==> src/design/kpsd_pkg.sv <==
// ----------------------------------------------------------------------------
// kpsd_pkg
// shared types and constants for the keypad scan and debounce unit
// ----------------------------------------------------------------------------
package kpsd_pkg;

  localparam int ROW_COUNT    = 6;
  localparam int COLUMN_COUNT = 5;
  localparam int CODE_W       = 8;
  localparam int TIME_W       = 8;

  // key event codes
  localparam logic [1:0] EV_NONE = 2'd0;
  localparam logic [1:0] EV_DOWN = 2'd1;
  localparam logic [1:0] EV_UP   = 2'd2;

  typedef logic [COLUMN_COUNT-1:0] columns_t;

  typedef struct packed {
    columns_t          row0_columns;
    columns_t          row1_columns;
    columns_t          row2_columns;
    columns_t          row3_columns;
    columns_t          row4_columns;
    columns_t          direct_columns;
    logic [TIME_W-1:0] coarse_time;
  } in_item_t;

  typedef struct packed {
    logic [1:0] key_event;
    logic [6:0] key_code;
  } out_item_t;

  // classified poll passed from front to back
  typedef struct packed {
    logic              found;
    logic [CODE_W-1:0] code;
    logic [TIME_W-1:0] now;
  } scan_t;

endpackage

==> src/design/kpsd_front.sv <==
// ----------------------------------------------------------------------------
// kpsd_front
// scan encoder: finds the detecting row and builds its key code
// ----------------------------------------------------------------------------
module kpsd_front
  import kpsd_pkg::*;
(
  input  in_item_t item,
  output scan_t    scan
);

  localparam int ROW_IDX_W = $clog2(ROW_COUNT);
  localparam int COL_IDX_W = $clog2(COLUMN_COUNT);

  columns_t rows [ROW_COUNT];

  assign rows[0] = item.row0_columns;
  assign rows[1] = item.row1_columns;
  assign rows[2] = item.row2_columns;
  assign rows[3] = item.row3_columns;
  assign rows[4] = item.row4_columns;
  assign rows[5] = item.direct_columns;

  always_comb begin
    columns_t   own;
    columns_t   drive;
    columns_t   t;
    logic [3:0] col;
    scan.found = 1'b0;
    scan.code  = '0;
    scan.now   = item.coarse_time;
    // last detecting row wins
    for (int r = 0; r < ROW_COUNT; r++) begin
      // own column bit of a driven row, none for the direct row
      own   = columns_t'(1) << r;
      drive = ~own;
      t     = rows[ROW_IDX_W'(r)] | own;
      col = 4'(COLUMN_COUNT);
      for (int c = COLUMN_COUNT - 1; c >= 0; c--) begin
        if (!t[COL_IDX_W'(c)]) col = 4'(c);
      end
      if (rows[ROW_IDX_W'(r)] != drive) begin
        scan.found = 1'b1;
        scan.code  = {4'(r), col};
      end
    end
  end

endmodule

==> src/design/kpsd_queue.sv <==
// ----------------------------------------------------------------------------
// kpsd_queue
// two-entry queue between scan front and debounce back
// ----------------------------------------------------------------------------
module kpsd_queue
  import kpsd_pkg::*;
(
  input  logic  clk,
  input  logic  rst_n,
  input  logic  wr_en,
  input  scan_t wr_data,
  output logic  full,
  input  logic  rd_en,
  output logic  valid,
  output scan_t rd_data
);

  localparam int DEPTH = 2;

  scan_t       mem_r [DEPTH];
  logic        wr_ptr_r, wr_ptr_nxt;
  logic        rd_ptr_r, rd_ptr_nxt;
  logic [1:0]  count_r, count_nxt;
  logic        do_wr, do_rd;

  assign full    = (count_r == 2'(DEPTH));
  assign valid   = (count_r != 2'd0);
  assign rd_data = mem_r[rd_ptr_r];
  assign do_wr   = wr_en && !full;
  assign do_rd   = rd_en && valid;

  always_comb begin
    wr_ptr_nxt = do_wr ? ~wr_ptr_r : wr_ptr_r;
    rd_ptr_nxt = do_rd ? ~rd_ptr_r : rd_ptr_r;
    count_nxt  = count_r + 2'(do_wr) - 2'(do_rd);
  end

  always_ff @(posedge clk) begin
    if (!rst_n) begin
      wr_ptr_r <= 1'b0;
      rd_ptr_r <= 1'b0;
      count_r  <= 2'd0;
    end else begin
      wr_ptr_r <= wr_ptr_nxt;
      rd_ptr_r <= rd_ptr_nxt;
      count_r  <= count_nxt;
    end
  end

  always_ff @(posedge clk) begin
    if (do_wr) mem_r[wr_ptr_r] <= wr_data;
  end

endmodule

==> src/design/kpsd_back.sv <==
// ----------------------------------------------------------------------------
// kpsd_back
// debounce state machine with a registered result slot
// ----------------------------------------------------------------------------
module kpsd_back
  import kpsd_pkg::*;
(
  input  logic      clk,
  input  logic      rst_n,
  input  logic      scan_valid,
  input  scan_t     scan,
  output logic      scan_take,
  output logic      out_empty,
  input  logic      out_pop,
  output out_item_t out_data
);

  localparam logic [1:0] ST_IDLE    = 2'd0;
  localparam logic [1:0] ST_WAIT    = 2'd1;
  localparam logic [1:0] ST_CONFIRM = 2'd2;
  localparam logic [1:0] ST_HOLD    = 2'd3;

  logic [1:0]        state_r, state_nxt;
  logic [CODE_W-1:0] held_r, held_nxt;
  logic [CODE_W-1:0] latest_r, latest_nxt;
  logic [TIME_W-1:0] start_r, start_nxt;
  logic              out_valid_r;
  out_item_t         out_data_r;
  logic [1:0]        event_nxt;
  logic [CODE_W-1:0] latest_upd;

  assign out_empty = !out_valid_r;
  assign out_data  = out_data_r;
  // slot frees when empty or popped this cycle
  assign scan_take = scan_valid && (!out_valid_r || out_pop);

  always_comb begin
    latest_upd = scan.found ? scan.code : latest_r;
    state_nxt  = state_r;
    held_nxt   = held_r;
    latest_nxt = latest_upd;
    start_nxt  = start_r;
    event_nxt  = EV_NONE;
    unique case (state_r)
      ST_IDLE: begin
        if (scan.found) begin
          start_nxt  = scan.now;
          held_nxt   = latest_upd;
          latest_nxt = ~latest_upd;
          state_nxt  = ST_WAIT;
        end
      end
      ST_WAIT: begin
        if (scan.now != start_r) state_nxt = ST_CONFIRM;
      end
      ST_CONFIRM: begin
        if (latest_upd == held_r) begin
          latest_nxt = ~latest_upd;
          state_nxt  = ST_HOLD;
          event_nxt  = EV_DOWN;
        end else begin
          state_nxt = ST_IDLE;
        end
      end
      ST_HOLD: begin
        if (latest_upd == held_r) begin
          latest_nxt = ~latest_upd;
          event_nxt  = EV_DOWN;
        end else begin
          state_nxt = ST_IDLE;
          event_nxt = EV_UP;
        end
      end
      default: state_nxt = ST_IDLE;
    endcase
  end

  always_ff @(posedge clk) begin
    if (!rst_n) begin
      state_r     <= ST_IDLE;
      held_r      <= '0;
      latest_r    <= '0;
      start_r     <= '0;
      out_valid_r <= 1'b0;
    end else begin
      if (scan_take) begin
        state_r  <= state_nxt;
        held_r   <= held_nxt;
        latest_r <= latest_nxt;
        start_r  <= start_nxt;
      end
      if (scan_take) out_valid_r <= 1'b1;
      else if (out_pop) out_valid_r <= 1'b0;
    end
  end

  always_ff @(posedge clk) begin
    if (scan_take) begin
      out_data_r.key_event <= event_nxt;
      out_data_r.key_code  <= held_nxt[6:0];
    end
  end

endmodule

==> src/design/matrix_keypad_scan_debounce_unit.sv <==
// ----------------------------------------------------------------------------
// matrix_keypad_scan_debounce_unit
// keypad poll encoder and debounce state machine, queue in, queue out
// ----------------------------------------------------------------------------
// usage
//   input side: each poll request carries the five driven-row column readings,
//   the direct-key readings and an 8-bit coarse time; it is taken at a clock
//   edge with in_push high and in_full low
//   output side: exactly one result per poll (key_event, key_code); the oldest
//   result sits on out_data while out_empty is low and leaves on out_pop
//   path: a taken poll is written to the middle queue and from there to the
//   result register once the result slot is free; out_empty falls when the
//   result register is written
//   throughput: one poll per cycle while the result slot is free, set by the
//   debounce update in the back stage
//   stall: if out_pop stays low the result slot holds, the back stage stops,
//   the two-entry middle queue fills and in_full rises after two more polls
//   reset: rst_n low (synchronous) empties both queues and returns the
//   debounce machine to idle with held code, latest scan and start time zero
// ----------------------------------------------------------------------------
module matrix_keypad_scan_debounce_unit
  import kpsd_pkg::*;
(
  input  logic      clk,
  input  logic      rst_n,
  input  logic      in_push,
  output logic      in_full,
  input  in_item_t  in_data,
  output logic      out_empty,
  input  logic      out_pop,
  output out_item_t out_data
);

  // classified poll from the encoder
  scan_t front_scan;
  // head of the middle queue
  scan_t q_scan;
  logic  q_valid;
  logic  q_take;

  // front: row scan and key code encode
  kpsd_front u_front (
    .item (in_data),
    .scan (front_scan)
  );

  // middle queue decouples encoder from debounce machine
  kpsd_queue u_queue (
    .clk     (clk),
    .rst_n   (rst_n),
    .wr_en   (in_push),
    .wr_data (front_scan),
    .full    (in_full),
    .rd_en   (q_take),
    .valid   (q_valid),
    .rd_data (q_scan)
  );

  // back: debounce state machine and result register
  kpsd_back u_back (
    .clk        (clk),
    .rst_n      (rst_n),
    .scan_valid (q_valid),
    .scan       (q_scan),
    .scan_take  (q_take),
    .out_empty  (out_empty),
    .out_pop    (out_pop),
    .out_data   (out_data)
  );

endmodule
==> config.mk <==
export PLATFORM = sky130hd
export DESIGN_NAME = matrix_keypad_scan_debounce_unit
export DESIGN_NICKNAME = d
export VERILOG_FILES = /design/src/design/kpsd_pkg.sv /design/src/design/kpsd_front.sv /design/src/design/kpsd_queue.sv /design/src/design/kpsd_back.sv /design/src/design/matrix_keypad_scan_debounce_unit.sv
export SDC_FILE = /design/constraint.sdc
export NUM_CORES = 1
export LEC_CHECK = 0
export BUFFER_PORTS_ARGS = -buffer_cell sky130_fd_sc_hd__buf_2
export CELL_PAD_IN_SITES_DETAIL_PLACEMENT = 2
export CELL_PAD_IN_SITES_GLOBAL_PLACEMENT = 2
export CORE_ASPECT_RATIO = 0.6
export CORE_MARGIN = 2
export CORE_UTILIZATION = 36
export DETAILED_ROUTE_END_ITERATION = 6
export PLACE_DENSITY_LB_ADDON = 0.1
export SLEW_MARGIN = 15
export SYNTH_ARGS = -nofsm -noshare
export SYNTH_HDL_FRONTEND = slang
export SYNTH_SLANG_ARGS = --single-unit
==> constraint.sdc <==
create_clock -name clk -period 2.9 [get_ports clk]
set_input_delay 0.58 -clock clk [delete_from_list [all_inputs] [get_ports clk]]
set_output_delay 0.58 -clock clk [all_outputs]
set_load 0.02 [all_outputs]
==> summary.md, run 1 <==
The mean post-synth cell area works out to 10.4 um^2. The run gives 9160 um^2 as the area of the core. The depth of the most critical reg-to-reg path was 8. During I/O placement, the number of pins put on the boundary was 53. In the routed layout, each cell is associated on average with a via count of 5.38. STA puts the critical path data required time at 3.15 ns. The predominant post-synthesis flop cell was sky130_fd_sc_hd__edfxtp_1.

After clock tree synthesis, the clock-pin slew on the worst setup and hold paths is 0.06 ns. Counting the buffers created by CTS gives 9. For this design, the sink count on the clock tree is 69.

Setup violations remaining at the end of the flow were counted as 0. Maximum clock skew at final layout: 0.00675 ns. The run finished with clean final reports.

The detailed router placed 2728 vias in this run. The number of setup buffers added after CTS was 0. The tools report the number of max-cap violations as 0.

The final weighted congestion in routability-driven placement came out at 0.737. The type of the worst min-delay path was in -> reg. Counting flops with an async set or reset pin after synthesis yields a share of 0%. Register bit total from synthesis: 69. Once detailed placement completed, the half-perimeter wirelength came to 6760 um.

For this design the ratio of total power to cell area is 1080 nW/um^2. The ratio of cells with drive above 1 in the final layout is 19.9%. The synthesized design contains 37 enable-type register cells. The tools report the maximum number of pins on one net before global-route repair as 34. The logs give 2.89 ns for the signal arrival time at the worst endpoint and 0 ns for the final sum of negative setup slack. Setup repair after global routing left no endpoint under its margin. Final cycle utilization of the critical path: 90.9%. The final layout contains routed wiring with a total length of 9600 um. Post-synthesis sequential area ratio: 51.7%.

The logs give 0 for the final number of max-transition violations and 327 for the synthesized netlist cell count. Critical-path maximum fanout: 11. STA classifies the critical path startpoint as a flop.

The tools report the DRC violation total after the first TritonRoute iteration as 153. The initial antenna violation count is 0, and the hold violation total from the final report is 0. TritonCTS built the clock tree. The category of the most critical setup path was reg -> reg. The floorplan step defined a die boundary enclosing 10200 um^2. The tools report the leftover overflow at the end of global routing as 0. The cell depth of the worst hold path is 1. The number of hold buffers added after CTS was 0. Gates resized during post-CTS repair numbered 0. Counting tap cells, the placed design contains a total of 491 instances. Counting along the longest clock path gives a buffer depth of 2.

During synthesis, Yosys emitted a total of 0 warnings. The path with the worst hold slack has its endpoint at u_queue.mem_r[0][4]. Leaving out fill and tap cells, the most frequent cell in the layout is sky130_fd_sc_hd__buf_2. Global-route usage over all layers: 20.5%. The run gives 55 as the number of distinct library cells after synthesis. For this run, the number of standard cells in the final layout without fillers is 507.

For the worst-skew pair, the clock arrives at the later sink with an insertion delay of 0.34 ns. IR analysis of the VDD net gives a maximum drop of 0.391 mV. For the number of global-route vias before repair, the log shows 2929. The analysis attributes to cell leakage a power of 1.68 nW. For this run, the top clock speed supported by timing is 0.380 GHz. The die is 79.2 um tall. The worst setup path is captured at a flop.

In this run the number of H-tree levels came out at 3. The top cell types in the final layout, fill and taps aside, are 42 x sky130_fd_sc_hd__buf_2, 37 x sky130_fd_sc_hd__edfxtp_1, 32 x sky130_fd_sc_hd__dfxtp_1, 29 x sky130_fd_sc_hd__nand2_1, 27 x sky130_fd_sc_hd__nor2_1. Synthesis produced a netlist with a net count of 371. The worst hold slack across all endpoints was 0.432 ns; the number of I/O port buffers was 42. The diode insertion count for antenna repair is 0, and the actual slew at the worst max-slew pin is 0.734 ns. First-pass iteration count of the detailed router: 4.

The internal reg-to-reg setup slack came out at 0.27 ns. Row generation in the floorplan step produced 27 rows. The first global-routing pass estimated 15700 um of wire. The logs give 3390 um^2 for the synthesized cell area and 51.1% for the tightest slew margin relative to the limit. The capturing point of the worst reg2reg path is u_back.latest_r[6]. The detail route stage leaves a number of antenna-violating nets equal to 0.

The tools report the initial core utilization as 37.0%. CTS placed an instance of sky130_fd_sc_hd__clkbuf_16 at the clock tree root. In the final design database the tool counted 416 nets.

The per-cell routed wire length is 18.9 um, and the floorplan die width is 129 um. After detailed routing, the number of remaining DRC violations is 0. Relative to the synthesized area, the layout overhead comes to 20.8%. The worst hold path begins at in_data[4]. The routed design could run at a clock period as short as 2.63 ns.
==> power by group <==
group / switching [mW] / internal (mW)
Clock: 0.423 / 0.773
Sequential: 0.238 / 1.36
Combinational: 0.987 / 0.640
==> worst max-delay path, cell delays in order (launching register included) <==
cell and delay (ns):
sky130_fd_sc_hd__dfxtp_1 0.51, sky130_fd_sc_hd__buf_4 0.23, sky130_fd_sc_hd__mux2_2 0.36, sky130_fd_sc_hd__o221ai_1 0.21, sky130_fd_sc_hd__xor2_1 0.21, sky130_fd_sc_hd__nand4_1 0.28
sky130_fd_sc_hd__buf_4 0.28, sky130_fd_sc_hd__o2111ai_2 0.24, sky130_fd_sc_hd__nor4bb_2 0.24
==> worst max path at each step <==
| stage | to | startpoint | depth (start not counted) | slack [ns] |
|---|---|---|---|---|
| floorplan | u_queue.count_r[1] | out_pop | 9 | 0.54 |
| CTS | u_back.latest_r[6] | flop | 8 | 0.24 |
| detailed placement | u_back.latest_r[6] | flop | 8 | 0.28 |
| global route | u_back.latest_r[6] | flop | 8 | 0.05 |
| global placement | u_back.latest_r[3] | flop | 8 | 0.38 |
| finish | u_back.latest_r[6] | flop | 8 | 0.27 |
==> flip-flops by register name (all words and copies together) (netlist names), 2 cells and up, named ones only <==
signal	cells
u_back.held_r	8
u_back.latest_r	8
u_queue.mem_r	28
u_queue.count_r	2
u_back.out_data	9
u_back.start_r	8
u_back.state_r	2
==> routing by layer <==
| metal | global-route usage (%) | wire [um] | share of wire, % |
|---|---|---|---|
| met1 | 27.3 | 4590 | 48 |
| met2 | 33.5 | 4570 | 48 |
| met3 | 5.73 | 339 | 3.5 |
| met4 | 4.57 | 95 | 0.99 |
| met5 | 0 | 0 | 0 |
==> kinds of logic after synthesis <==
family                     share of synthesized area (%)
DFF                                                 51.7
and+or+nand+nor                                     17.5
muxes                                               4.76
xor gates and xnor gates                            4.91
adders and majority gates                          0.738
buffers and inverters                               3.25
AOI/OAI and AO/OA                                   17.2
==> stage by stage <==
stage	worst slack [ns]	area, um^2	util [%]	total power [mW]
floorplan	0.537	3390	-	2.69
global placement	0.377	3770	41.2	3.13
detailed placement	0.278	3770	41.2	3.23
CTS	0.237	4100	44.7	4.47
global route	0.0540	4100	44.7	4.72
finish	0.265	4100	44.7	4.42
==> area by class of cell <==
cell class	instances	area, um^2
clock inverter	6	86.3
timing repair buffer	52	285
clock buffer	10	239
sequential	69	1750
fill	963	5060
multi-input combinational	231	1540
inverter	9	33.8
tap	130	163
==> cells in the mapped netlist, types with 4 or more instances <==
cell type / count / area, um^2
sky130_fd_sc_hd__a211oi_1: 5 / 37.5
sky130_fd_sc_hd__nor2b_1: 6 / 37.5
sky130_fd_sc_hd__xor2_1: 6 / 52.6
sky130_fd_sc_hd__edfxtp_1: 37 / 1110
sky130_fd_sc_hd__a21oi_1: 9 / 45.0
sky130_fd_sc_hd__mux2i_1: 15 / 150
sky130_fd_sc_hd__and3_1: 8 / 50.1
sky130_fd_sc_hd__xnor2_1: 13 / 114
sky130_fd_sc_hd__o211a_1: 15 / 150
sky130_fd_sc_hd__nor4_1: 4 / 25.0
sky130_fd_sc_hd__clkbuf_1: 13 / 48.8
sky130_fd_sc_hd__dfxtp_1: 32 / 641
sky130_fd_sc_hd__nand2b_1: 4 / 25.0
sky130_fd_sc_hd__nand2_1: 29 / 109
sky130_fd_sc_hd__nor3_1: 6 / 30.0
sky130_fd_sc_hd__o21ai_0: 22 / 110
sky130_fd_sc_hd__a31oi_1: 5 / 31.3
sky130_fd_sc_hd__nor2_1: 28 / 105
sky130_fd_sc_hd__buf_2: 4 / 20.0
sky130_fd_sc_hd__and2_1: 5 / 31.3
sky130_fd_sc_hd__nand3_1: 6 / 30.0
sky130_fd_sc_hd__inv_1: 9 / 33.8
No activity file was read; power rests on OpenSTA's default activity.
==> run 2, diff against run 1 <==
==> constraint.sdc (replaced) <==
create_clock -name clk -period 2.9 [get_ports clk]
set_input_delay 0 -clock clk [delete_from_list [all_inputs] [get_ports clk]]
set_output_delay 0 -clock clk [all_outputs]
set_load 0.02 [all_outputs]
==> run 2 against run 1 <==
Flip-flop and latch count unchanged. Non-clock buffer count rose by 9. Critical endpoint unchanged. Count of clock-buffer cells in the layout up 4. Routed wire length grew 3.6%. Clock power about the same. Final area rose by 2.2%.
==> summary.md, run 2 (synthesized netlist as in run 1, its figures left out) <==
The tools report the number of setup buffers added after CTS as 0 (unchanged). The tightest slew margin relative to the limit is 49.1% (-2.0 points), and the stage delay of the slowest cell on the critical path is 0.38 ns (-0.13 ns). The tools report the count of endpoints failing setup in the final report as 0 (unchanged). The area growth from synthesis to layout is 23.4%.

The element type at the critical path end was a flop. The final number of max-transition violations was 0 (unchanged); the hold violation total from the final report was 0 (unchanged). The tools report the number of vias in the routed layout as 2815 (+3.2%).

The worst hold path belongs to the class in -> reg. The logs give 0.0454 ns (-0.386 ns) for the worst hold slack across all endpoints and 4180 um^2 (+2.2%) for the finished layout cell area. The critical path in this run is classified as reg -> reg. Initial core utilization: 37.0% (unchanged). Setup repair after global routing left no endpoint under its margin. The tools report the maximum number of pins on one net before global-route repair as 34 (unchanged). The final sum of negative setup slack was 0 ns (unchanged).

The first-pass GRT wire length is 16300 um (+3.5%), and the total cell area at the placement stage is 3770 um^2 (unchanged). The logs give 2 (unchanged) for the maximum clock insertion buffer count and 0.384 GHz (+1.3%) for the fmax. The floorplan die width was 129 um (unchanged). Clock latency reported for the late side of the worst-skew pair: 0.34 ns (about the same). The number of max-cap violations is 0 (unchanged).

Most common cell type on the critical path: sky130_fd_sc_hd__buf_4. The number of vias per cell is 5.46 (+1.4%). The flip-flop count of the largest register after layout was 28 (unchanged); the I/O pin total was 53 (unchanged).

The die height is 79.2 um (unchanged). The HPWL reported at the end of detailed placement is 6780 um (+0.30%). CTS placed an instance of sky130_fd_sc_hd__clkbuf_16 at the clock tree root. The register clock-pin slew on the reported worst setup and hold paths was 0.06 ns (about the same); the clock sink total was 69 (unchanged). The diode insertion count for antenna repair was 0 (unchanged); the die area was 10200 um^2 (unchanged). The initial antenna violation count was 0 (unchanged).

TritonCTS built the clock tree. The critical-path maximum fanout was 14 (+3); the critical path data required time was 3.14 ns (about the same). Final net count: 425 (+2.2%). The tools report the type of origin of the critical path as a flop.

The most common cell after layout, fill and taps aside is sky130_fd_sc_hd__buf_2. The signal arrival time at the worst endpoint came out at 2.84 ns (-0.05 ns). The DRC violation total after the first TritonRoute iteration came out at 88 (-42%). The number of I/O port buffers is 42 (unchanged). The maximum clock skew at final layout was 0.00569 ns (-0.00106 ns); the area of the core was 9160 um^2 (unchanged). The total detailed-routing wirelength came out at 9940 um (+3.6%). The utilization of the core after routing is 45.7% (+0.97 points).

For the number of cell rows, the log shows 27 (unchanged). The global-route usage over all layers is 21.2% (+0.67 points), and the clock buffer count from CTS is 9 (unchanged). The actual slew at the worst max-slew pin works out to 0.763 ns (+0.0293 ns).

The count of instances resized after the clock tree is built was 0 (unchanged). The number of global-route vias before repair was 3049 (+4.1%). The time the final worst path needs with I/O delays and setup is 2.60 ns (-0.0331 ns). Largest register by flop count: u_queue.mem_r.

For the total leakage power, the log shows 1.73 nW (+2.8%). The final cycle utilization of the critical path was 89.7% (-1.1 points); the peak supply drop was 0.475 mV (+21%). The CTS H-tree depth is 3 (unchanged). The ratio of cells with drive above 1 in the final layout works out to 19.2% (-0.72 points).

The final weighted congestion in routability-driven placement was 0.770 (+4.5%). The power per cell area works out to 1060 nW/um^2 (-1.5%). The per-cell routed wire length came out at 19.3 um (+1.7%). For this design, the slowest cell found on the critical path is sky130_fd_sc_hd__mux2_2. The first-pass iteration count of the detailed router was 4 (unchanged); the post-route antenna net violation count was 0 (unchanged).

In the layout the commonest cells are 42 x sky130_fd_sc_hd__buf_2, 37 x sky130_fd_sc_hd__edfxtp_1, 32 x sky130_fd_sc_hd__dfxtp_1, 29 x sky130_fd_sc_hd__nand2_1, 27 x sky130_fd_sc_hd__nor2_1. The flow ran to the end, and the final reports show no timing, DRC or antenna violations. The leftover overflow at the end of global routing came out at 0 (unchanged). The signal on the critical path passes through buf_4 > mux2_2 > o221ai_1 > xor2_1 > nand4_1 > buf_4 > o2111ai_2 > nor4bb_2.

The tools report the number of DRC violations after detailed routing as 0 (unchanged).
[run 2: cell count changes in the layout (fill, tap and decap cells not counted), sizes merged]
cell / previous run / this run
bufinv: 2 / 1
clkinvlp: 3 / 0
clkbuf: 10 / 14
dlygate4sd3: 0 / 9
[run 2: final timing paths]
kind	startpoint	to	slack (ns)	cells past startpoint
setup / recovery	flop	u_back.latest_r[6]	0.30	8
hold / removal	in_data[19]	u_queue.mem_r[0][8]	0.05	2
setup reg to reg	flop	u_back.latest_r[6]	0.30	8
hold reg to reg	u_back.held_r[7]	u_back.held_r[7]	0.50	1
[run 2: per-layer routing]
metal,vias up,track usage (%),share of wire [%]
met5,-,0,0
li1,1328,-,-
met4,0,5.65,1.2
met1,1435,26.7,47
met3,11,4.65,2.8
met2,41,36.9,49
[run 2: timing repair]
| action | CTS | global route |
|---|---|---|
| setup endpoints to repair | 0 | 0 |
| hold endpoints to repair | 18 | 0 |
| hold buffers | 9 | 0 |
[run 2: critical path: cells and delay by family (launching register included)]
family | cells | cell delay (ns)
and+or+nand+nor | 2 | 0.55
buffers and inverters | 2 | 0.50
AOI/OAI and AO/OA | 2 | 0.48
muxes | 1 | 0.38
DFF | 1 | 0.35
xor gates and xnor gates | 1 | 0.23
[run 2: area by class of cell]
type / instances / area [um^2]
inverters: 9 / 33.8
repair buffers: 61 / 375
well taps: 130 / 163
flip-flops and latches: 69 / 1750
fillers: 959 / 4970
clock buffers: 14 / 285
multi-input cells: 231 / 1540
clock inverters: 2 / 38.8
[run 2: power by group]
group | switching [mW] | internal [mW] | total [mW] | leakage [nW]
combinational | 1.02 | 0.650 | 1.67 | 0.964
clock | 0.421 | 0.768 | 1.19 | 0.158
sequential | 0.233 | 1.36 | 1.59 | 0.606
total | 1.67 | 2.77 | 4.44 | 1.73
[run 2: metrics by stage]
| stage | worst slack [ns] | total power [mW] | cells |
|---|---|---|---|
| after floorplan | 0.734 | 2.69 | 327 |
| after global placement | 0.506 | 3.13 | 491 |
| after detailed placement | 0.341 | 3.24 | 491 |
| after CTS | 0.275 | 4.49 | 516 |
| after global routing | 0.0770 | 4.73 | 516 |
| final | 0.298 | 4.44 | 516 |
==> run 3, diff against run 2 <==
==> constraint.sdc (replaced) <==
create_clock -name clk -period 2.9 [get_ports clk]
set_input_delay 0.145 -clock clk [delete_from_list [all_inputs] [get_ports clk]]
set_output_delay 0.145 -clock clk [all_outputs]
set_load 0.02 [all_outputs]
==> run 3 against run 2 <==
Critical path depth increased by 1. Sequential power about the same. Maximum frequency decreased by 0.72%. Hold slack improved by 0.081 ns. Final cell count decreased by 0.19%. Core utilization decreased by 0.36 points. Largest cell class unchanged. Worst setup slack got worse by 0.019 ns. First-iteration DRC count increased by 50%. Combinational power about the same.
==> summary.md, run 3 (synthesized netlist as in run 1, its figures left out) <==
The DRC violation total after the first TritonRoute iteration was 132 (+50%). The run gives 1.71 nW (-1.2%) as the total leakage power. The final cycle utilization of the critical path came out at 90.4% (+0.65 points). For the HPWL reported at the end of detailed placement, the log shows 6880 um (+1.5%). The tools report the tightest slew margin relative to the limit as 50.4% (+1.3 points). For the maximum clock skew at final layout, the log shows 0.00913 ns (+0.00345 ns). The final number of max-transition violations is 0 (unchanged), and the time the final worst path needs with I/O delays and setup is 2.62 ns (+0.0188 ns). The clock sink total came out at 69 (unchanged). The global-route usage over all layers was 21.2% (unchanged). The run gives 0 (unchanged) as the initial antenna violation count. For the fmax, the log shows 0.382 GHz (-0.72%). The maximum number of pins on one net before global-route repair is 34 (unchanged).

For the clock buffer count from CTS, the log shows 9 (unchanged). The number of filler instances in the final layout was 965 (+0.63%). The power per cell area was 1050 nW/um^2 (-0.95%). The tools report the maximum clock insertion buffer count as 2 (unchanged). The run gives 0 (unchanged) as the leftover overflow at the end of global routing.

The depth of the most critical reg-to-reg path was 9 (+1). The register clock-pin slew on the reported worst setup and hold paths works out to 0.06 ns (about the same). Critical path data required time: 3.15 ns (about the same).

The final weighted congestion in routability-driven placement was 0.779 (+1.2%). The worst setup path is of the reg -> reg kind. The run gives 53 (unchanged) as the I/O pin total. The CTS H-tree depth was 3 (unchanged).

The type of origin of the critical path is a flop. The die height came out at 79.2 um (unchanged). First-pass GRT wire length: 16200 um (-0.42%). For the total cell area at the placement stage, the log shows 3770 um^2 (unchanged). The critical-path maximum fanout is 14 (unchanged). The floorplan die width was 129 um (unchanged).

Clock latency reported for the late side of the worst-skew pair: 0.34 ns (about the same). The run gives 424 (-0.24%) as the final net count. Number of DRC violations after detailed routing: 0 (unchanged). Setup repair after global routing left no endpoint under its margin.

The library cells used most frequently in the layout, excluding fill and tap cells, are 42 x sky130_fd_sc_hd__buf_2, 37 x sky130_fd_sc_hd__edfxtp_1, 32 x sky130_fd_sc_hd__dfxtp_1, 29 x sky130_fd_sc_hd__nand2_1, 27 x sky130_fd_sc_hd__nor2_1. The number of setup buffers added after CTS came out at 0 (unchanged). Counting flops per register, the top entry is u_queue.mem_r. The tree is rooted in a sky130_fd_sc_hd__clkbuf_16. The final sum of negative setup slack is 0 ns (unchanged). The post-route antenna net violation count is 0 (unchanged). Actual slew at the worst max-slew pin: 0.744 ns (-0.0194 ns). The area added between synthesis and finish was 22.5%; the number of cell rows was 27 (unchanged). Type of the worst min-delay path: in -> reg.

For the count of endpoints failing setup in the final report, the log shows 0 (unchanged). The finished layout cell area is 4150 um^2 (-0.78%), and the number of I/O port buffers is 42 (unchanged). The number of vias per cell is 5.39 (-1.3%), and the peak supply drop is 0.340 mV (-28%).

TritonCTS built the clock tree. The flip-flop count of the largest register after layout was 28 (unchanged); the diode insertion count for antenna repair was 0 (unchanged). The initial core utilization was 37.0% (unchanged); the ratio of cells with drive above 1 in the final layout was 19.5% (+0.31 points). The tools report the first-pass iteration count of the detailed router as 4 (unchanged).

The run gives 0 (unchanged) as the number of max-cap violations. For the die area, the log shows 10200 um^2 (unchanged). The element type at the critical path end is a flop. The hold violation total from the final report was 0 (unchanged).

The run gives 2970 (-2.6%) as the number of global-route vias before repair. The per-cell routed wire length is 19.1 um (-0.55%), and the total detailed-routing wirelength is 9860 um (-0.74%). The tools report the signal arrival time at the worst endpoint as 2.87 ns (+0.03 ns). The flow ran to the end, and the final reports show no timing, DRC or antenna violations. The library cell used most frequently in the layout, excluding fill and tap cells, is sky130_fd_sc_hd__buf_2. The area of the core is 9160 um^2 (unchanged), and the cell depth of the worst hold path is 3 (+1).

Number of vias in the routed layout: 2774 (-1.5%).
==> run 3: worst paths after layout <==
kind / from / end / slack, ns
setup / recovery: flop / u_back.latest_r[3] / 0.28
hold / removal: in_data[33] / u_queue.mem_r[0][16] / 0.13
hold reg to reg: u_back.held_r[7] / u_back.held_r[7] / 0.50
setup reg to reg: flop / u_back.latest_r[3] / 0.28
==> run 3: routing by layer <==
| layer | part of all wire, % | track usage, % | up-vias |
|---|---|---|---|
| met3 | 3.3 | 4.92 | 9 |
| li1 | - | - | 1319 |
| met5 | 0 | 0 | - |
| met2 | 47 | 35.0 | 48 |
| met4 | 1.2 | 6.30 | 0 |
| met1 | 48 | 27.8 | 1398 |
==> run 3: per-stage QoR <==
stage          power [mW]  setup slack, ns  std cells  util, %  hold WS [ns]
2_1_floorplan        2.69            0.734        327        -         0.244
3_3_place_gp         3.14            0.493        491     41.2         0.333
3_5_place_dp         3.26            0.309        491     41.2         0.340
4_1_cts              4.41            0.280        515     45.3         0.114
5_1_grt              4.66           0.0119        515     45.3         0.144
6_report             4.37            0.279        515     45.3         0.126
==> run 3: layout make-up <==
cell class,count,area [um^2],share of cell area [%]
tap,130,163,3.92
multi-input combinational,231,1540,37.0
inverter,9,33.8,0.814
timing repair buffer,60,365,8.80
clock buffer,10,239,5.76
clock inverter,6,62.6,1.51
sequential,69,1750,42.2
==> run 3: timing repair <==
action	in CTS	in global routing
resized for setup	0	0
hold endpoints to repair	16	0
hold buffers	8	0
==> run 3: power breakdown <==
part,switching [mW],total [mW],internal [mW]
sequential,0.228,1.58,1.36
combinational,1.02,1.67,0.650
clock,0.426,1.11,0.685
total,1.68,4.37,2.69
==> run 3: worst max-delay path, stage by stage (launching register included) <==
cell	delay [ns]
sky130_fd_sc_hd__dfxtp_1	0.34
sky130_fd_sc_hd__buf_4	0.22
sky130_fd_sc_hd__mux2i_1	0.09
sky130_fd_sc_hd__buf_4	0.21
sky130_fd_sc_hd__a221oi_1	0.48
sky130_fd_sc_hd__xor2_1	0.33
sky130_fd_sc_hd__nand4_1	0.16
sky130_fd_sc_hd__buf_4	0.22
sky130_fd_sc_hd__o2111ai_2	0.23
sky130_fd_sc_hd__nor4bb_2	0.24
